### config.mk
export PLATFORM = sky130hd
export DESIGN_NAME = weighted_graph_adjacency_store
export DESIGN_NICKNAME = d
export VERILOG_FILES = /design/src/rtl/core/wgas_pkg.sv /design/src/rtl/core/wgas_ram.sv /design/src/rtl/core/weighted_graph_adjacency_store.sv
export SDC_FILE = /design/constraint.sdc
export NUM_CORES = 2
export LEC_CHECK = 0
export BUFFER_PORTS_ARGS = -buffer_cell sky130_fd_sc_hd__buf_2
export CAP_MARGIN = 20
export CORE_AREA = 2 2 310 312
export DETAILED_ROUTE_END_ITERATION = 6
export DIE_AREA = 0 0 312 314
export PLACE_DENSITY_LB_ADDON = 0.08
export SLEW_MARGIN = 0
export SYNTH_ARGS = -nofsm -noshare
export SYNTH_HDL_FRONTEND = slang
export SYNTH_HIERARCHICAL = 1
export SYNTH_SLANG_ARGS = --single-unit
### constraint.sdc
create_clock -name clk -period 4.75 [get_ports clk]
set_clock_uncertainty 0.2 [all_clocks]
set_input_delay 0.475 -clock clk [delete_from_list [all_inputs] [get_ports clk]]
set_output_delay 0.475 -clock clk [all_outputs]
set_load 0.02 [all_outputs]
### src/rtl/core/wgas_pkg.sv
// Shared types and constants for the weighted graph adjacency store.
// Holds the item structs, result status codes and sequencer states.
// No dependencies.
package wgas_pkg;

  // Default sizes of the store
  localparam int VERTEX_COUNT_DEF = 8;
  localparam int EDGE_SLOTS_DEF   = 36;
  localparam int WEIGHT_BITS_DEF  = 16;

  // Fixed field widths of the items
  localparam int VERTEX_W     = 8;
  localparam int IN_WEIGHT_W  = 16;
  localparam int OUT_WEIGHT_W = 16;

  typedef enum logic {
    ACT_QUERY  = 1'b0,
    ACT_MODIFY = 1'b1
  } action_t;

  typedef enum logic [1:0] {
    STAT_ENTRY = 2'd0,
    STAT_EMPTY = 2'd1,
    STAT_DONE  = 2'd2,
    STAT_RANGE = 2'd3
  } status_t;

  typedef struct packed {
    action_t                action;
    logic [VERTEX_W-1:0]    vertex_a;
    logic [VERTEX_W-1:0]    vertex_b;
    logic [IN_WEIGHT_W-1:0] weight;
  } in_item_t;

  typedef struct packed {
    status_t                 status;
    logic [VERTEX_W-1:0]     neighbour;
    logic [OUT_WEIGHT_W-1:0] edge_weight;
    logic                    last;
  } out_item_t;

  typedef enum logic [3:0] {
    S_CLEAR,
    S_IDLE,
    S_EMIT,
    S_Q_RD,
    S_Q_CHK,
    S_Q_WT,
    S_Q_END,
    S_M_RD,
    S_M_CHK,
    S_M_SCAN,
    S_M_SYM
  } state_t;

endpackage

### src/rtl/core/wgas_ram.sv
// Generic single-write, single-read RAM with registered read data.
// Used for the pair matrix and the edge slot table. No dependencies.
module wgas_ram #(
  parameter int WIDTH = 8,
  parameter int DEPTH = 16,
  localparam int AW = $clog2(DEPTH)
) (
  input  logic             clk,
  input  logic             we,
  input  logic [AW-1:0]    waddr,
  input  logic [WIDTH-1:0] wdata,
  input  logic [AW-1:0]    raddr,
  output logic [WIDTH-1:0] rdata
);

  logic [WIDTH-1:0] mem [DEPTH];

  // Write port and registered read port
  always_ff @(posedge clk) begin
    if (we) begin
      mem[waddr] <= wdata;
    end
    rdata <= mem[raddr];
  end

endmodule

### src/rtl/core/weighted_graph_adjacency_store.sv
// Weighted undirected graph store: pair matrix pointing into an edge slot table.
// Depends on wgas_pkg and wgas_ram.
//
// Usage:
// - Input channel (in_valid/in_stall/in_item) takes one query or modify item.
//   in_stall stays high from acceptance until the last result of that item has
//   been loaded into the output register, so one item is worked on at a time.
// - Result channel (out_valid/out_stall/out_item) comes from an output register;
//   a new item is taken while the previous final result still waits there.
// - A query walks the matrix row of vertex_a one column at a time: each column
//   is read and checked, and a column holding an edge also fetches its weight.
//   Results come in ascending neighbour order; the final one carries last.
// - A modify reads the pair entry and then updates it. A new edge first scans
//   the slot table for the lowest free slot, one slot per cycle through the
//   shared read port.
// - An out-of-range vertex gives a single status error result.
// - After reset the block clears both tables, one entry per cycle, sweeping
//   max(VERTEX_COUNT*VERTEX_COUNT, EDGE_SLOTS) entries (64 with the defaults)
//   and stalls the input meanwhile.
// - While the receiver stalls, the result waits in the output register and
//   the sequencer holds at its next result until the register frees.
module weighted_graph_adjacency_store
  import wgas_pkg::*;
#(
  parameter int VERTEX_COUNT = VERTEX_COUNT_DEF,
  parameter int EDGE_SLOTS   = EDGE_SLOTS_DEF,
  parameter int WEIGHT_BITS  = WEIGHT_BITS_DEF
) (
  input  logic      clk,
  input  logic      rst_n,
  input  logic      in_valid,
  output logic      in_stall,
  input  in_item_t  in_item,
  output logic      out_valid,
  input  logic      out_stall,
  output out_item_t out_item
);

  localparam int VW         = $clog2(VERTEX_COUNT);
  localparam int PAIR_DEPTH = VERTEX_COUNT * VERTEX_COUNT;
  localparam int PAW        = $clog2(PAIR_DEPTH);
  localparam int SLOT_W     = $clog2(EDGE_SLOTS);
  localparam int PAIR_W     = 1 + SLOT_W;
  localparam int EDGE_W     = 1 + WEIGHT_BITS;
  localparam int CLR_DEPTH  = (PAIR_DEPTH > EDGE_SLOTS) ? PAIR_DEPTH : EDGE_SLOTS;
  localparam int CLR_W      = $clog2(CLR_DEPTH);

  localparam logic [VW-1:0]     COL_LAST  = VW'(VERTEX_COUNT - 1);
  localparam logic [SLOT_W-1:0] SLOT_LAST = SLOT_W'(EDGE_SLOTS - 1);
  localparam logic [CLR_W-1:0]  CLR_LAST  = CLR_W'(CLR_DEPTH - 1);

  // Registers
  state_t                  state_r, state_nxt;
  logic [VW-1:0]           row_r, row_nxt;
  logic [VW-1:0]           col_r, col_nxt;
  logic [WEIGHT_BITS-1:0]  wt_r, wt_nxt;
  status_t                 res_r, res_nxt;
  logic [SLOT_W-1:0]       slot_r, slot_nxt;
  logic [PAIR_W-1:0]       sym_r, sym_nxt;
  logic [SLOT_W-1:0]       scan_r, scan_nxt;
  logic                    issued_all_r, issued_all_nxt;
  logic                    chk_vld_r, chk_vld_nxt;
  logic [SLOT_W-1:0]       chk_idx_r, chk_idx_nxt;
  logic                    pend_valid_r, pend_valid_nxt;
  logic [VERTEX_W-1:0]     pend_nb_r, pend_nb_nxt;
  logic [OUT_WEIGHT_W-1:0] pend_wt_r, pend_wt_nxt;
  logic [CLR_W-1:0]        clr_r, clr_nxt;
  logic                    out_valid_r, out_valid_nxt;
  out_item_t               out_item_r, out_item_nxt;

  // RAM ports
  logic              pair_we;
  logic [PAW-1:0]    pair_waddr;
  logic [PAIR_W-1:0] pair_wdata;
  logic [PAW-1:0]    pair_raddr;
  logic [PAIR_W-1:0] pair_rdata;
  logic              edge_we;
  logic [SLOT_W-1:0] edge_waddr;
  logic [EDGE_W-1:0] edge_wdata;
  logic [SLOT_W-1:0] edge_raddr;
  logic [EDGE_W-1:0] edge_rdata;

  // Decoded values
  logic                    a_ok, b_ok;
  logic [VW-1:0]           a_idx, b_idx;
  logic [WEIGHT_BITS-1:0]  w_cut;
  logic [OUT_WEIGHT_W-1:0] wt_view;
  logic [PAW-1:0]          pa_ij, pa_ji;
  logic                    pair_vld;
  logic [SLOT_W-1:0]       pair_slot;
  logic                    out_free;
  logic [VERTEX_W-1:0]     col_nb;
  logic                    clr_pair_on, clr_edge_on;

  wgas_ram #(.WIDTH(PAIR_W), .DEPTH(PAIR_DEPTH)) u_pair_ram (
    .clk   (clk),
    .we    (pair_we),
    .waddr (pair_waddr),
    .wdata (pair_wdata),
    .raddr (pair_raddr),
    .rdata (pair_rdata)
  );

  wgas_ram #(.WIDTH(EDGE_W), .DEPTH(EDGE_SLOTS)) u_edge_ram (
    .clk   (clk),
    .we    (edge_we),
    .waddr (edge_waddr),
    .wdata (edge_wdata),
    .raddr (edge_raddr),
    .rdata (edge_rdata)
  );

  // Check vertex range and form 0-based indexes
  assign a_ok  = (in_item.vertex_a != '0) && (in_item.vertex_a <= VERTEX_W'(VERTEX_COUNT));
  assign b_ok  = (in_item.vertex_b != '0) && (in_item.vertex_b <= VERTEX_W'(VERTEX_COUNT));
  assign a_idx = VW'(in_item.vertex_a - VERTEX_W'(1));
  assign b_idx = VW'(in_item.vertex_b - VERTEX_W'(1));

  // Cut the incoming weight to the stored width, widen the stored one for output
  for (genvar k = 0; k < WEIGHT_BITS; k++) begin : g_wcut
    if (k < IN_WEIGHT_W) begin : g_bit
      assign w_cut[k] = in_item.weight[k];
    end else begin : g_zero
      assign w_cut[k] = 1'b0;
    end
  end

  for (genvar k = 0; k < OUT_WEIGHT_W; k++) begin : g_wview
    if (k < WEIGHT_BITS) begin : g_bit
      assign wt_view[k] = edge_rdata[k];
    end else begin : g_zero
      assign wt_view[k] = 1'b0;
    end
  end

  // Matrix addresses for both orientations of the pair
  assign pa_ij = PAW'(row_r) * PAW'(VERTEX_COUNT) + PAW'(col_r);
  assign pa_ji = PAW'(col_r) * PAW'(VERTEX_COUNT) + PAW'(row_r);

  assign pair_vld  = pair_rdata[SLOT_W];
  assign pair_slot = pair_rdata[SLOT_W-1:0];
  assign out_free  = !out_valid_r || !out_stall;
  assign col_nb    = VERTEX_W'(col_r) + VERTEX_W'(1);

  assign clr_pair_on = {1'b0, clr_r} < (CLR_W + 1)'(PAIR_DEPTH);
  assign clr_edge_on = {1'b0, clr_r} < (CLR_W + 1)'(EDGE_SLOTS);

  assign in_stall  = (state_r != S_IDLE);
  assign out_valid = out_valid_r;
  assign out_item  = out_item_r;

  assign pair_raddr = pa_ij;

  // Sequencer: next state, RAM controls and result loading
  always_comb begin
    state_nxt      = state_r;
    row_nxt        = row_r;
    col_nxt        = col_r;
    wt_nxt         = wt_r;
    res_nxt        = res_r;
    slot_nxt       = slot_r;
    sym_nxt        = sym_r;
    scan_nxt       = scan_r;
    issued_all_nxt = issued_all_r;
    chk_vld_nxt    = chk_vld_r;
    chk_idx_nxt    = chk_idx_r;
    pend_valid_nxt = pend_valid_r;
    pend_nb_nxt    = pend_nb_r;
    pend_wt_nxt    = pend_wt_r;
    clr_nxt        = clr_r;
    out_valid_nxt  = out_stall ? out_valid_r : 1'b0;
    out_item_nxt   = out_item_r;

    pair_we    = 1'b0;
    pair_waddr = pa_ij;
    pair_wdata = '0;
    edge_we    = 1'b0;
    edge_waddr = slot_r;
    edge_wdata = '0;
    edge_raddr = slot_r;

    case (state_r)
      S_CLEAR: begin
        // Sweep both tables to empty
        pair_we    = clr_pair_on;
        pair_waddr = clr_r[PAW-1:0];
        edge_we    = clr_edge_on;
        edge_waddr = clr_r[SLOT_W-1:0];
        clr_nxt    = clr_r + CLR_W'(1);
        if (clr_r == CLR_LAST) begin
          state_nxt = S_IDLE;
        end
      end

      S_IDLE: begin
        // Take the item and latch its operands
        if (in_valid) begin
          row_nxt        = a_idx;
          wt_nxt         = w_cut;
          pend_valid_nxt = 1'b0;
          if (in_item.action == ACT_QUERY) begin
            col_nxt = '0;
            if (a_ok) begin
              state_nxt = S_Q_RD;
            end else begin
              res_nxt   = STAT_RANGE;
              state_nxt = S_EMIT;
            end
          end else begin
            col_nxt = b_idx;
            if (a_ok && b_ok) begin
              res_nxt   = STAT_DONE;
              state_nxt = S_M_RD;
            end else begin
              res_nxt   = STAT_RANGE;
              state_nxt = S_EMIT;
            end
          end
        end
      end

      S_EMIT: begin
        // Send the single final result
        if (out_free) begin
          out_valid_nxt = 1'b1;
          out_item_nxt  = '{status: res_r, neighbour: '0, edge_weight: '0, last: 1'b1};
          state_nxt     = S_IDLE;
        end
      end

      S_Q_RD: begin
        // Pair entry read is in flight
        state_nxt = S_Q_CHK;
      end

      S_Q_CHK: begin
        // Fetch the weight of a present edge, else advance the column
        edge_raddr = pair_slot;
        if (pair_vld) begin
          slot_nxt  = pair_slot;
          state_nxt = S_Q_WT;
        end else if (col_r == COL_LAST) begin
          state_nxt = S_Q_END;
        end else begin
          col_nxt   = col_r + VW'(1);
          state_nxt = S_Q_RD;
        end
      end

      S_Q_WT: begin
        // Hold one neighbour back so the final one can carry last
        if (!pend_valid_r || out_free) begin
          if (pend_valid_r) begin
            out_valid_nxt = 1'b1;
            out_item_nxt  = '{status: STAT_ENTRY, neighbour: pend_nb_r,
                              edge_weight: pend_wt_r, last: 1'b0};
          end
          pend_valid_nxt = 1'b1;
          pend_nb_nxt    = col_nb;
          pend_wt_nxt    = wt_view;
          if (col_r == COL_LAST) begin
            state_nxt = S_Q_END;
          end else begin
            col_nxt   = col_r + VW'(1);
            state_nxt = S_Q_RD;
          end
        end
      end

      S_Q_END: begin
        // Flush the held neighbour as final, or report an empty list
        if (out_free) begin
          out_valid_nxt = 1'b1;
          if (pend_valid_r) begin
            out_item_nxt = '{status: STAT_ENTRY, neighbour: pend_nb_r,
                             edge_weight: pend_wt_r, last: 1'b1};
          end else begin
            out_item_nxt = '{status: STAT_EMPTY, neighbour: '0, edge_weight: '0, last: 1'b1};
          end
          pend_valid_nxt = 1'b0;
          state_nxt      = S_IDLE;
        end
      end

      S_M_RD: begin
        // Pair entry read is in flight
        state_nxt = S_M_CHK;
      end

      S_M_CHK: begin
        edge_waddr = pair_slot;
        if (wt_r == '0) begin
          // Drop the edge if present
          if (pair_vld) begin
            edge_we   = 1'b1;
            pair_we   = 1'b1;
            sym_nxt   = '0;
            state_nxt = S_M_SYM;
          end else begin
            state_nxt = S_EMIT;
          end
        end else if (pair_vld) begin
          // Update the weight in place
          edge_we    = 1'b1;
          edge_wdata = {1'b1, wt_r};
          state_nxt  = S_EMIT;
        end else begin
          // Search for the lowest free slot
          scan_nxt       = '0;
          issued_all_nxt = 1'b0;
          chk_vld_nxt    = 1'b0;
          state_nxt      = S_M_SCAN;
        end
      end

      S_M_SCAN: begin
        edge_raddr = scan_r;
        if (chk_vld_r && !edge_rdata[WEIGHT_BITS]) begin
          // Free slot found: claim it and point the pair at it
          edge_we     = 1'b1;
          edge_waddr  = chk_idx_r;
          edge_wdata  = {1'b1, wt_r};
          pair_we     = 1'b1;
          pair_wdata  = {1'b1, chk_idx_r};
          sym_nxt     = {1'b1, chk_idx_r};
          chk_vld_nxt = 1'b0;
          state_nxt   = S_M_SYM;
        end else if (chk_vld_r && (chk_idx_r == SLOT_LAST)) begin
          // Table full: drop the new edge
          chk_vld_nxt = 1'b0;
          state_nxt   = S_EMIT;
        end else begin
          // Advance the scan by one slot
          chk_vld_nxt = !issued_all_r;
          chk_idx_nxt = scan_r;
          if (!issued_all_r) begin
            scan_nxt = scan_r + SLOT_W'(1);
            if (scan_r == SLOT_LAST) begin
              issued_all_nxt = 1'b1;
            end
          end
        end
      end

      S_M_SYM: begin
        // Mirror the entry into the transposed pair
        pair_we    = 1'b1;
        pair_waddr = pa_ji;
        pair_wdata = sym_r;
        state_nxt  = S_EMIT;
      end

      default: begin
        state_nxt = S_IDLE;
      end
    endcase
  end

  // Control registers
  always_ff @(posedge clk) begin
    if (!rst_n) begin
      state_r      <= S_CLEAR;
      clr_r        <= '0;
      out_valid_r  <= 1'b0;
      pend_valid_r <= 1'b0;
      chk_vld_r    <= 1'b0;
      issued_all_r <= 1'b0;
    end else begin
      state_r      <= state_nxt;
      clr_r        <= clr_nxt;
      out_valid_r  <= out_valid_nxt;
      pend_valid_r <= pend_valid_nxt;
      chk_vld_r    <= chk_vld_nxt;
      issued_all_r <= issued_all_nxt;
    end
  end

  // Payload registers
  always_ff @(posedge clk) begin
    row_r      <= row_nxt;
    col_r      <= col_nxt;
    wt_r       <= wt_nxt;
    res_r      <= res_nxt;
    slot_r     <= slot_nxt;
    sym_r      <= sym_nxt;
    scan_r     <= scan_nxt;
    chk_idx_r  <= chk_idx_nxt;
    pend_nb_r  <= pend_nb_nxt;
    pend_wt_r  <= pend_wt_nxt;
    out_item_r <= out_item_nxt;
  end

`ifndef SYNTH
  // One item at a time: an accepted item blocks the input on the next cycle
  a_accept_blocks: assert property (@(posedge clk) disable iff (!rst_n)
    (in_valid && !in_stall) |=> in_stall)
    else $error("input accepted on consecutive cycles");

  // Every result other than a neighbour entry ends its item
  a_single_last: assert property (@(posedge clk) disable iff (!rst_n)
    (out_valid_r && (out_item_r.status != STAT_ENTRY)) |-> out_item_r.last)
    else $error("non-neighbour result without last");

  // Neighbour entries name a vertex in range
  a_nb_range: assert property (@(posedge clk) disable iff (!rst_n)
    (out_valid_r && (out_item_r.status == STAT_ENTRY)) |->
      ((out_item_r.neighbour != '0) &&
       (out_item_r.neighbour <= VERTEX_W'(VERTEX_COUNT))))
    else $error("neighbour out of range");

  // A held-back neighbour exists only during a query walk
  a_pend_query: assert property (@(posedge clk) disable iff (!rst_n)
    pend_valid_r |-> ((state_r == S_Q_RD) || (state_r == S_Q_CHK) ||
                      (state_r == S_Q_WT) || (state_r == S_Q_END)))
    else $error("held neighbour outside a query");
`endif

endmodule

==> results.toml <==
[yosys]
seq_area_frac_synth_pct = 74.99
syn_area_per_cell_um2 = 18.63
ys.flop_type = "edfxtp_1"
ys_async_sr_fraction_pct = 0
syn_inst = 2529
yosysUniqueCellTypes = 77
syn_area_um2 = 47100
yosys_register_bits = 1189
ys_warn_count = 6
synth_edf_count = 1151

[placed_design]
dp_hpwl_mm = 69.09
gp_congestion = 0.8853
placed_cells = 3848
place_area_um2 = 49340
portBuffers = 61

[sta]
finalCritPeriodShare_pct = 91.02
finalMaxSlewViolations = 0
rsz0062_at_grt = "false"
hold_viol = 0
fin_tns_setup_ns = 0
finalCriticalPeriod_ns = 4.324
finalSetupViolations = 0
tightest_slew_ns = 1.089
fmax_ghz = 0.2313
relSlewSlack_pct = 27.43

[clock_tree]
clock_sinks = 1189
clock_latency_ns = 0.71
path_clk_slew_ns = 0.06
cts-root-buf = "clkbuf_16"
cts_buffers = 118
cts_tree = "done"
htreeDepth = 3
cts_buffer_depth = 3
post_cts.repair.setup_buffers = 0

[route]
drc_errors = 0
drt_iter0_drc = 2671
firstDrtPassIters = 7
drt_wl_total_mm = 112.7
antenna_left = 0
vias = 24210
viasPerCell = 5.907
wl_per_cell_um = 27.50

[floorplanning]
core_area_um2 = 94450
die-area_um2 = 97970
start_util_pct = 49.87
rows = 113
io-pin-count = 66
die_h_um = 314
die_w_um = 312

[finish]
layout_common_cells = "edfxtp_1, mux2i_1, mux4_2, buf_4, nor2_1"
n_antenna_cell = 0
final_common_cell = "edfxtp_1"
synthToLayoutAreaGrowth_pct = 13.87
nNetsFinal = 2778
fin_cells = 4098
postLayoutCellArea_um2 = 53640
drive_gt1_share_pct = 21.07

[worst_setup_path]
cp_cell_sequence = "nor4_1, nand4_1, inv_1, ha_1, nor2_1, mux2_2, o31ai_1, buf_4, nor2b_1, nand2_1, nor2_1"
cp.arrival_ns = 4.44
cpPeakStageDelay_ns = 0.64
critPathTopFamily = "simple AND/OR/NAND/NOR gates"
crit_required_ns = 4.87
crit_path_max_fanout = 7
startpoint_type = "flop"
crit_top_cell = "nor2_1"
cp-end-kind = "flop"
cpMaxStageDelayCell = "nor2_1"
critical_path_class = "flop to flop"
crit_buf_inv = 2

[power_and_ir_drop]
peakVddDrop_mv = 0.5147
p_leak_nw = 16.39
power.density_nw_per_um2 = 530.2

[outcome]
run_status = "finished clean"

[hold_path]
hold_path_class = "primary input to flop"

[grt]
grt_pass1_wl_mm = 165.3
grt_start_max_net_pins = 107
grt_pass1_vias = 24200
overflow = 0
antenna_found_initial = 0
grt_use_total_pct = 23.06

[flow_run]
drv_cap = 0
registers in the layout, indices dropped and copies added, names as in the netlist, 7 cells and up:
signal / flops
u_edge_ram/rdata: 17
u_pair_ram/rdata: 7
wt_r: 16
u_edge_ram/mem: 612
sym_r: 7
out_item: 23
u_pair_ram/mem: 448
pend_wt_r: 16
logic make-up after synthesis:
family | synth area share, %
AOI/OAI and AO/OA | 5.889
xor gates and xnor gates | 0.2045
adders and majority gates | 0.2922
buffers and inverters | 2.093
DFF | 74.99
muxes | 12.40
other | 0.007961
and+or+nand+nor | 4.120
repair_timing:
action	in CTS	in global routing
hold endpoints to repair	26	0
resized for setup	0	0
hold buffers	26	0
cells in the mapped netlist, types with 16 or more instances:
library cell / count / share of area (%)
edfxtp_1: 1151 / 73
mux2i_1: 290 / 6.2
nor2_1: 142 / 1.1
mux4_2: 129 / 6.2
a22oi_1: 87 / 1.4
nand2_1: 82 / 0.65
a21oi_1: 49 / 0.52
clkbuf_1: 48 / 0.38
and2_1: 47 / 0.62
a22o_1: 43 / 0.80
dfxtp_1: 38 / 1.6
buf_2: 30 / 0.32
buf_4: 29 / 0.46
o22ai_1: 29 / 0.39
a221oi_1: 23 / 0.43
buf_6: 21 / 0.50
nand3_1: 20 / 0.21
o41ai_2: 18 / 0.62
nor2b_1: 17 / 0.23
o21ai_0: 16 / 0.17
worst register-to-register path, cell delays in order (launching register included):
cell and delay [ns]:
edfxtp_1 0.37, nor4_1 0.45, nand4_1 0.34, inv_1 0.22
ha_1 0.17, nor2_1 0.05, mux2_2 0.26, o31ai_1 0.36
buf_4 0.23, nor2b_1 0.26, nand2_1 0.37, nor2_1 0.64
layer usage:
layer	part of all wire, %	up-vias	track usage, %
met5	0	-	0
met4	2.8	0	7.496
met3	5.5	166	2.997
met2	50	772	38.91
met1	41	12610	31.38
li1	-	10660	-
report_power, final:
group | leakage (nW) | internal, W | switching (W) | total (W)
Sequential | 9.31 | 0.0125 | 0.000396 | 0.0129
Clock | 1.97 | 0.00560 | 0.00391 | 0.00951
Combinational | 5.12 | 0.00223 | 0.00379 | 0.00601
Total | 16.4 | 0.0203 | 0.00809 | 0.0284
metrics by stage:
step / util, % / total power, W / hold WS [ns] / setup WS [ns]
finish: 56.79 / 0.02844 / 0.04047 / 0.4263
global placement: 52.25 / 0.01915 / 0.2002 / 0.3795
detailed placement: 52.25 / 0.01921 / 0.2001 / 0.4196
global route: 56.79 / 0.02951 / 0.03020 / 0.05248
floorplan: - / 0.01721 / 0.1855 / 1.303
CTS: 56.78 / 0.02873 / 0.004127 / 0.3993
cell type report:
class                           count  area [um2]
Clock inverter                     65       718.2
Timing Repair Buffer              226        1734
Multi-Input combinational cell   1177       10900
Inverter                           18       70.07
Clock buffer                      158        3308
Tap cell                         1265        1583
Fill cell                        7280       40810
Sequential cell                  1189       35320
worst paths after layout:
path	from	end	slack, ns	cells after the start
worst min-delay path	in_item[25]	row_r[1]$_DFFE_PP_	0.04	4
worst max register to register	wt_r[11]$_DFFE_PP_	u_pair_ram/mem[8][3]$_DFFE_PP_	0.43	11
worst min register to register	u_edge_ram/rdata[3]$_DFF_P_	pend_wt_r[3]$_DFFE_PP_	0.21	0
worst max-delay path	wt_r[11]$_DFFE_PP_	u_pair_ram/mem[8][3]$_DFFE_PP_	0.43	11
No activity file was read; power rests on OpenSTA's default activity.
